**config.mk**
```make
export PLATFORM = sky130hd
export DESIGN_NAME = bounded_deque_with_index
export DESIGN_NICKNAME = d
export VERILOG_FILES = /design/src/design/bdi_pkg.sv /design/src/design/bdi_ctrl.sv /design/src/design/bdi_datapath.sv /design/src/design/bounded_deque_with_index.sv
export VERILOG_INCLUDE_DIRS = /design/src /design/src/design
export SDC_FILE = /design/constraint.sdc
export NUM_CORES = 2
export LEC_CHECK = 0
export ABC_AREA = 0
export BUFFER_PORTS_ARGS = -buffer_cell sky130_fd_sc_hd__buf_4
export CORE_UTILIZATION = 27
export CTS_CLUSTER_DIAMETER = 80
export CTS_CLUSTER_SIZE = 10
export DETAILED_ROUTE_END_ITERATION = 8
export GPL_TIMING_DRIVEN = 0
export PLACE_DENSITY = 0.52
export SETUP_SLACK_MARGIN = 0.02
export SYNTH_ARGS = -nofsm -noshare
export SYNTH_HDL_FRONTEND = slang
export SYNTH_HIERARCHICAL = 1
export SYNTH_SLANG_ARGS = --single-unit
export TNS_END_PERCENT = 30
```
**constraint.sdc**
```tcl
create_clock -name clk -period 7.6 [get_ports clk]
set_clock_uncertainty 0.1 [all_clocks]
set_input_delay 1.14 -clock clk [delete_from_list [all_inputs] [get_ports clk]]
set_output_delay 1.14 -clock clk [all_outputs]
set_load 0.05 [all_outputs]
```
**src/design/bounded_deque_with_index_defines.svh**
```systemverilog
// Assertion macros shared by the bounded deque RTL.
// No dependencies; included by the modules that carry checks.
`ifndef BOUNDED_DEQUE_WITH_INDEX_DEFINES_SVH
`define BOUNDED_DEQUE_WITH_INDEX_DEFINES_SVH

// Same-cycle implication, disabled during reset.
`define BDI_ASSERT_IMP(label, clk, rst_n, ante, cons, msg) \
    label: assert property (@(posedge clk) disable iff (!rst_n) (ante) |-> (cons)) \
        else $error(msg);

// Next-cycle implication, disabled during reset.
`define BDI_ASSERT_NXT(label, clk, rst_n, ante, cons, msg) \
    label: assert property (@(posedge clk) disable iff (!rst_n) (ante) |=> (cons)) \
        else $error(msg);

`endif

```
**src/design/bdi_pkg.sv**
```systemverilog
// Shared types, codes and defaults for the bounded deque with indexed access.
// No dependencies; imported by every module of the block.
`default_nettype none

package bdi_pkg;

    localparam int CAPACITY_DEF   = 64;
    localparam int DATA_WIDTH_DEF = 32;

    localparam int OPCODE_W   = 4;
    localparam int VALUE_W    = 32;
    localparam int POSITION_W = 6;
    localparam int DOUT_W     = 32;
    localparam int STATUS_W   = 2;
    localparam int OCC_W      = 7;

    localparam logic [OPCODE_W-1:0] OP_PUSH_FRONT = 4'd0;
    localparam logic [OPCODE_W-1:0] OP_PUSH_BACK  = 4'd1;
    localparam logic [OPCODE_W-1:0] OP_POP_FRONT  = 4'd2;
    localparam logic [OPCODE_W-1:0] OP_POP_BACK   = 4'd3;
    localparam logic [OPCODE_W-1:0] OP_READ_INDEX = 4'd4;
    localparam logic [OPCODE_W-1:0] OP_WRITE_INDEX = 4'd5;
    localparam logic [OPCODE_W-1:0] OP_READ_FRONT = 4'd6;
    localparam logic [OPCODE_W-1:0] OP_READ_BACK  = 4'd7;
    localparam logic [OPCODE_W-1:0] OP_CLEAR      = 4'd8;

    localparam logic [STATUS_W-1:0] ST_OK    = 2'd0;
    localparam logic [STATUS_W-1:0] ST_EMPTY = 2'd1;
    localparam logic [STATUS_W-1:0] ST_RANGE = 2'd2;
    localparam logic [STATUS_W-1:0] ST_FULL  = 2'd3;

    // Controller to datapath.
    typedef struct packed {
        logic accept;
        logic fill;
    } bdi_cmd_t;

    // Datapath to controller.
    typedef struct packed {
        logic needs_read;
    } bdi_stat_t;

endpackage

`default_nettype wire

```
**src/design/bdi_ctrl.sv**
```systemverilog
// Request sequencer of the bounded deque: input and output handshakes and
// the wait for the ring read port. Depends on bdi_pkg and the defines header.
`default_nettype none
`include "bounded_deque_with_index_defines.svh"

module bdi_ctrl
    import bdi_pkg::*;
(
    input  wire logic      clk,
    input  wire logic      rst_n,
    input  wire logic      in_valid,
    output logic           in_stall,
    output logic           out_valid,
    input  wire logic      out_stall,
    input  wire bdi_stat_t stat,
    output bdi_cmd_t       cmd
);

    localparam logic [0:0] S_IDLE = 1'b0;
    localparam logic [0:0] S_READ = 1'b1;

    logic [0:0] state_reg;
    logic [0:0] state_next;
    logic       out_valid_reg;
    logic       out_valid_next;
    logic       out_free;

    // The output register is free when empty or being taken at this edge.
    assign out_free   = !out_valid_reg || !out_stall;
    assign in_stall   = !((state_reg == S_IDLE) && out_free);
    assign cmd.accept = in_valid && !in_stall;
    assign cmd.fill   = (state_reg == S_READ);
    assign out_valid  = out_valid_reg;

    always_comb
    begin
        state_next     = state_reg;
        out_valid_next = out_valid_reg && out_stall;
        case (state_reg)
            S_IDLE:
            begin
                if (cmd.accept)
                begin
                    if (stat.needs_read)
                    begin
                        state_next = S_READ;
                    end
                    else
                    begin
                        out_valid_next = 1'b1;
                    end
                end
            end
            S_READ:
            begin
                // The ring data arrives now; the output was emptied at accept.
                out_valid_next = 1'b1;
                state_next     = S_IDLE;
            end
            default:
            begin
                state_next = S_IDLE;
            end
        endcase
    end

    always_ff @(posedge clk or negedge rst_n)
    begin
        if (!rst_n)
        begin
            state_reg     <= S_IDLE;
            out_valid_reg <= 1'b0;
        end
        else
        begin
            state_reg     <= state_next;
            out_valid_reg <= out_valid_next;
        end
    end

    `BDI_ASSERT_NXT(a_read_completes, clk, rst_n, state_reg == S_READ, out_valid_reg && state_reg == S_IDLE, "read did not complete into the output")
    `BDI_ASSERT_NXT(a_direct_result, clk, rst_n, cmd.accept && !stat.needs_read, out_valid_reg && state_reg == S_IDLE, "direct result not presented")
    `BDI_ASSERT_NXT(a_read_waits, clk, rst_n, cmd.accept && stat.needs_read, !out_valid_reg && state_reg == S_READ, "read request did not wait for ring data")

endmodule

`default_nettype wire

```
**src/design/bdi_datapath.sv**
```systemverilog
// Ring memory, front pointer, element count and result registers of the
// bounded deque. Depends on bdi_pkg and the defines header.
`default_nettype none
`include "bounded_deque_with_index_defines.svh"

module bdi_datapath
    import bdi_pkg::*;
#(
    parameter int CAPACITY   = CAPACITY_DEF,
    parameter int DATA_WIDTH = DATA_WIDTH_DEF
)
(
    input  wire logic                  clk,
    input  wire logic                  rst_n,
    input  wire bdi_cmd_t              cmd,
    output bdi_stat_t                  stat,
    input  wire logic [OPCODE_W-1:0]   opcode,
    input  wire logic [VALUE_W-1:0]    value,
    input  wire logic [POSITION_W-1:0] position,
    output logic [DOUT_W-1:0]          data_out,
    output logic [STATUS_W-1:0]        status,
    output logic [OCC_W-1:0]           occupancy
);

    localparam int PTR_W = $clog2(CAPACITY);
    localparam int CNT_W = $clog2(CAPACITY + 1);
    localparam int CMP_W = (CNT_W > POSITION_W) ? CNT_W : POSITION_W;
    localparam logic [PTR_W:0]   SUM_CAP  = (PTR_W + 1)'(CAPACITY);
    localparam logic [CNT_W-1:0] CNT_FULL = CNT_W'(CAPACITY);
    localparam logic [PTR_W-1:0] PTR_LAST = PTR_W'(CAPACITY - 1);

    logic [DATA_WIDTH-1:0] ring_mem [CAPACITY];
    logic [DATA_WIDTH-1:0] rd_data_reg;

    logic [PTR_W-1:0]    front_reg;
    logic [PTR_W-1:0]    front_next;
    logic [CNT_W-1:0]    count_reg;
    logic [CNT_W-1:0]    count_next;
    logic [DOUT_W-1:0]   data_out_reg;
    logic [STATUS_W-1:0] status_reg;
    logic [STATUS_W-1:0] status_next;
    logic [OCC_W-1:0]    occ_reg;

    logic                  full;
    logic                  empty;
    logic                  pos_ok;
    logic [PTR_W-1:0]      front_dec;
    logic [PTR_W-1:0]      next_slot;
    logic [PTR_W-1:0]      tail_slot;
    logic [PTR_W-1:0]      back_slot;
    logic [PTR_W-1:0]      pos_slot;
    logic [PTR_W-1:0]      addr;
    logic                  wr_c;
    logic                  rd_c;
    logic [DATA_WIDTH-1:0] wr_data;

    // Ring slot at a given offset from the front; offset is below CAPACITY.
    function automatic logic [PTR_W-1:0] ring_slot(input logic [PTR_W-1:0] base,
                                                  input logic [PTR_W-1:0] off);
        logic [PTR_W:0] s;
        s = {1'b0, base} + {1'b0, off};
        if (s >= SUM_CAP)
        begin
            s = s - SUM_CAP;
        end
        return s[PTR_W-1:0];
    endfunction

    assign full      = (count_reg == CNT_FULL);
    assign empty     = (count_reg == '0);
    assign pos_ok    = CMP_W'(position) < CMP_W'(count_reg);
    assign front_dec = (front_reg == '0) ? PTR_LAST : front_reg - 1'b1;
    assign next_slot = ring_slot(front_reg, PTR_W'(1));
    assign tail_slot = ring_slot(front_reg, PTR_W'(count_reg));
    assign back_slot = ring_slot(front_reg, PTR_W'(count_reg - 1'b1));
    assign pos_slot  = ring_slot(front_reg, PTR_W'(position));
    assign wr_data   = DATA_WIDTH'(value);

    always_comb
    begin
        status_next = ST_OK;
        front_next  = front_reg;
        count_next  = count_reg;
        addr        = front_reg;
        wr_c        = 1'b0;
        rd_c        = 1'b0;
        case (opcode)
            OP_PUSH_FRONT:
            begin
                if (full)
                begin
                    status_next = ST_FULL;
                end
                else
                begin
                    front_next = front_dec;
                    addr       = front_dec;
                    wr_c       = 1'b1;
                    count_next = count_reg + 1'b1;
                end
            end
            OP_PUSH_BACK:
            begin
                if (full)
                begin
                    status_next = ST_FULL;
                end
                else
                begin
                    addr       = tail_slot;
                    wr_c       = 1'b1;
                    count_next = count_reg + 1'b1;
                end
            end
            OP_POP_FRONT:
            begin
                if (empty)
                begin
                    status_next = ST_EMPTY;
                end
                else
                begin
                    rd_c       = 1'b1;
                    front_next = next_slot;
                    count_next = count_reg - 1'b1;
                end
            end
            OP_POP_BACK:
            begin
                if (empty)
                begin
                    status_next = ST_EMPTY;
                end
                else
                begin
                    addr       = back_slot;
                    rd_c       = 1'b1;
                    count_next = count_reg - 1'b1;
                end
            end
            OP_READ_INDEX:
            begin
                if (!pos_ok)
                begin
                    status_next = ST_RANGE;
                end
                else
                begin
                    addr = pos_slot;
                    rd_c = 1'b1;
                end
            end
            OP_WRITE_INDEX:
            begin
                if (!pos_ok)
                begin
                    status_next = ST_RANGE;
                end
                else
                begin
                    addr = pos_slot;
                    wr_c = 1'b1;
                end
            end
            OP_READ_FRONT:
            begin
                if (empty)
                begin
                    status_next = ST_EMPTY;
                end
                else
                begin
                    rd_c = 1'b1;
                end
            end
            OP_READ_BACK:
            begin
                if (empty)
                begin
                    status_next = ST_EMPTY;
                end
                else
                begin
                    addr = back_slot;
                    rd_c = 1'b1;
                end
            end
            OP_CLEAR:
            begin
                front_next = '0;
                count_next = '0;
            end
            default:
            begin
                status_next = ST_OK;
            end
        endcase
    end

    assign stat.needs_read = rd_c;

    // Single-port ring: one write or one registered read per request.
    always_ff @(posedge clk)
    begin
        if (cmd.accept && wr_c)
        begin
            ring_mem[addr] <= wr_data;
        end
        if (cmd.accept && rd_c)
        begin
            rd_data_reg <= ring_mem[addr];
        end
    end

    always_ff @(posedge clk or negedge rst_n)
    begin
        if (!rst_n)
        begin
            front_reg <= '0;
            count_reg <= '0;
        end
        else if (cmd.accept)
        begin
            front_reg <= front_next;
            count_reg <= count_next;
        end
    end

    always_ff @(posedge clk)
    begin
        if (cmd.accept)
        begin
            status_reg   <= status_next;
            occ_reg      <= OCC_W'(count_next);
            data_out_reg <= '0;
        end
        else if (cmd.fill)
        begin
            data_out_reg <= DOUT_W'(rd_data_reg);
        end
    end

    assign data_out  = data_out_reg;
    assign status    = status_reg;
    assign occupancy = occ_reg;

    `BDI_ASSERT_IMP(a_count_bounded, clk, rst_n, 1'b1, count_reg <= CNT_FULL, "element count above capacity")
    `BDI_ASSERT_NXT(a_clear_resets, clk, rst_n, cmd.accept && opcode == OP_CLEAR, count_reg == '0 && front_reg == '0, "clear left pointer or count set")
    `BDI_ASSERT_NXT(a_full_holds, clk, rst_n, cmd.accept && status_next == ST_FULL, $stable(count_reg) && $stable(front_reg), "rejected push changed the queue")

endmodule

`default_nettype wire

```
**src/design/bounded_deque_with_index.sv**
```systemverilog
// A push, write, clear or rejected request shows its result in the cycle after
// acceptance; a pop or read goes through the single-port ring's registered read
// port, then the output register. One request per cycle without ring reads while
// the output is not stalled; a pop or read stalls input until its data is output.
// Reset clears the front pointer and count; ring contents are not cleared.
`default_nettype none

module bounded_deque_with_index
    import bdi_pkg::*;
#(
    parameter int CAPACITY   = CAPACITY_DEF,
    parameter int DATA_WIDTH = DATA_WIDTH_DEF
)
(
    input  wire logic                  clk,
    input  wire logic                  rst_n,
    input  wire logic                  in_valid,
    output logic                       in_stall,
    input  wire logic [OPCODE_W-1:0]   opcode,
    input  wire logic [VALUE_W-1:0]    value,
    input  wire logic [POSITION_W-1:0] position,
    output logic                       out_valid,
    input  wire logic                  out_stall,
    output logic [DOUT_W-1:0]          data_out,
    output logic [STATUS_W-1:0]        status,
    output logic [OCC_W-1:0]           occupancy
);

    bdi_cmd_t  cmd;
    bdi_stat_t stat;

    bdi_ctrl u_ctrl (
        .clk       (clk),
        .rst_n     (rst_n),
        .in_valid  (in_valid),
        .in_stall  (in_stall),
        .out_valid (out_valid),
        .out_stall (out_stall),
        .stat      (stat),
        .cmd       (cmd)
    );

    bdi_datapath #(
        .CAPACITY   (CAPACITY),
        .DATA_WIDTH (DATA_WIDTH)
    ) u_datapath (
        .clk       (clk),
        .rst_n     (rst_n),
        .cmd       (cmd),
        .stat      (stat),
        .opcode    (opcode),
        .value     (value),
        .position  (position),
        .data_out  (data_out),
        .status    (status),
        .occupancy (occupancy)
    );

endmodule

`default_nettype wire

```
==> out/results.ini <==
[clock_tree]
clkSinkCount = 2136
clk_path_buf_depth = 3
cts_tree = done
cts_buffers = 233
cts_setup_buffers = 0
h-tree-depth = 4
clk_latency_ps = 880
clk_pin_slew_ps = 50
cts_root_buf = clkbuf_16

[yosys]
synth_edf_count = 2089
ys.flop_type = edfxtp_1
synth.avg_cell_area_um2 = 14.5
ys_types = 77
netlist_area_um2 = 84500
synth_seq_cells = 2136
synthCells = 5830
synth.net_count = 5904
yosysSeqAreaShare = 0.754
async_flop_share = 0.00702
yosys_warnings = 6

[placement]
place.detailed.hpwl_mm = 186
pre_cts_ws_ps = -92.9
gp_congestion = 0.909
io_buffers = 85
placed_cell_area_um2 = 92300

[power_and_ir_drop]
power.density_nw_per_um2 = 404
ir_worst_vdd_uv = 265
power_mw = 39.9
p_leak_nw = 31.3

[critical_path]
cp_max_fo = 18
reg2reg_from = u_datapath/count_reg[3]$_DFFE_PN0P_
startpoint_type = register
rr_endpoint = u_datapath/ring_mem[38][15]$_DFFE_PP_
end_kind = register
r2r_slack_ps = 260
cp.arrival_ps = 7790
worstPathRequired_ps = 8050
rr_worst_depth = 13
path_class = reg -> reg

[run_status]
failed_checks = max-capacitance violations, max-slew violations
outcome = finished with violations

[finish]
area_delta_synth_final_pct = 16.8
nets = 6290
largest_register_ffs = 2048
seq_area_um2 = 63700
final_common_cell = edfxtp_1
mostFrequentLayoutCells = 2,089 x edfxtp_1, 1,129 x nand2_1, 469 x a21oi_1, 245 x clkbuf_1, 234 x clkbuf_16
stdcell_area_um2 = 98700
multi_input_area_um2 = 19300
n_fill_cell = 30600
drive_gt1_frac = 0.109

[timing]
min_period_ps = 7340
slew_headroom = -0.0294
finalCritPeriodShare = 0.966
fmax_mhz = 136
rsz0062_at_grt = false
hold_viol_final = 0
fin_ws_ps = 257
worst_pin_slew_ps = 1540
slew_viol_final = 18
setup_viol = 0

[floorplanning]
start_util = 0.271
die_w_um = 562
die_area_um2 = 315000
dieHeight_um = 562
ios = 89
core_area_um2 = 312000
rows = 205

[routing]
drtAntennaViolNets = 0
wl_per_cell_um = 26.7
wl_mm = 278
vias = 54000
drc = 0
drtIter0Drc = 6305
dr.pass1.iters = 7
routed_via_density = 5.17

[run]
cap_violations = 3

[global_routing]
grt_antenna_before_repair = 34
grt_max_degree = 65
grt_pass1_vias = 51500
gr-total-overflow = 0
grt_pass1_wl_mm = 389
grt_usage = 0.171

[min_path]
hold_class = reg -> reg
min-delay-start = u_datapath/rd_data_reg[20]$_DFFE_PP_
hold-path-endpoint = u_datapath/data_out[20]$_SDFFE_PP0P_
hold_path_depth = 2

==> layer usage <==
metal / vias up / routed length, um / track usage
li1: 23300 / - / -
met1: 27800 / 116000 / 0.232
met2: 2445 / 129000 / 0.277
met3: 403 / 23600 / 0.0307
met4: 14 / 8980 / 0.0558
met5: - / 93 / 0
==> worst max path at each step <==
stage,endpoint,cells after the start,slack (ps),from
5_1_grt,u_datapath/ring_mem[42][22]$_DFFE_PP_,14,340,u_datapath/count_reg[1]$_DFFE_PN0P_
6_report,u_datapath/ring_mem[38][15]$_DFFE_PP_,13,260,u_datapath/count_reg[3]$_DFFE_PN0P_
3_3_place_gp,u_datapath/ring_mem[35][4]$_DFFE_PP_,12,-2820,position[2]
4_1_cts,u_datapath/ring_mem[38][15]$_DFFE_PP_,13,440,u_datapath/count_reg[3]$_DFFE_PN0P_
3_5_place_dp,u_datapath/ring_mem[38][13]$_DFFE_PP_,13,-90,position[5]
2_1_floorplan,u_datapath/ring_mem[24][0]$_DFFE_PP_,10,2110,position[0]
==> metrics by stage <==
step | hold WS, ps | cells | setup TNS (ps) | utilization
final | 382 | 10400 | 0 | 0.317
after global routing | 388 | 10400 | 0 | 0.317
after CTS | 356 | 10400 | 0 | 0.317
after detailed placement | 374 | 10100 | -4240 | 0.296
after global placement | 365 | 10100 | -3592060 | 0.290
after floorplan | 356 | 5830 | 0 | -
==> cell usage after synthesis, types with 7 or more instances <==
library cell  number  area share
a2111oi_0         32      0.0033
a211oi_1         101      0.0090
a21o_1             7     0.00062
a21oi_1          469       0.028
a221oi_1         196       0.020
a22o_1            65      0.0067
a311oi_1          64      0.0066
a31oi_1           67      0.0050
a32o_1            33      0.0039
a32oi_1           33      0.0034
and2_1            39      0.0029
and3_1            67      0.0050
buf_1             35      0.0016
buf_2            180       0.011
buf_4              7     0.00062
buf_6              7     0.00093
clkbuf_1         194      0.0086
dfrtp_1           15      0.0044
dfxtp_1           32      0.0076
edfxtp_1        2089        0.74
ha_1              25      0.0037
inv_1             15     0.00067
mux2i_1          198       0.023
nand2_1         1129       0.050
nand2b_1           9     0.00067
nand3_1          177       0.010
nand4_1           33      0.0024
nand4b_1          34      0.0035
nor2_1           183      0.0081
nor3_1            13     0.00077
o21ai_0           30      0.0018
o221ai_1          32      0.0033
o22ai_1           70      0.0052
o31a_1            32      0.0033
or4_1             33      0.0029
xnor2_1           10      0.0010
==> cells by family after synthesis <==
family / Yosys count / share of synthesized area
simple gates: 1745 / 0.0895
compound gates: 1265 / 0.104
mux: 200 / 0.0237
xor+xnor: 15 / 0.00155
fa+ha+maj: 28 / 0.00441
buf+inv: 441 / 0.0232
flops: 2136 / 0.754
==> repair_timing <==
item,in CTS,in global routing
hold endpoints to repair,15,0
setup endpoints to repair,0,0
resized for setup,0,0
hold buffers,1,0
==> layout make-up <==
type | count | area share
buffer | 426 | 0.0193
clock inverter | 20 | 0.00387
sequential | 2136 | 0.646
multi-input combinational | 3253 | 0.196
clock buffer | 285 | 0.0612
inverter | 15 | 0.000570
tap | 4140 | 0.0525
antenna | 17 | 0.000431
timing repair buffer | 151 | 0.0207
==> worst max-delay path: stages, from the launching register on <==
cell      delay, ps
dfrtp_1         370
buf_2           240
inv_1           140
ha_1            290
and4b_1         220
a21oi_2         470
mux2i_1         270
o211ai_2        750
buf_2           660
buf_2           520
buf_2           390
nand3_1        1120
nor2_4         1110
buf_12          270
==> where the power goes <==
group	internal [mW]	total, mW	switching (mW)
Clock	5.61	10.0	4.40
Combinational	4.35	16.5	12.2
Sequential	13.2	13.3	0.130
Total	23.2	39.9	16.7
No activity file was read; power rests on OpenSTA's default activity.
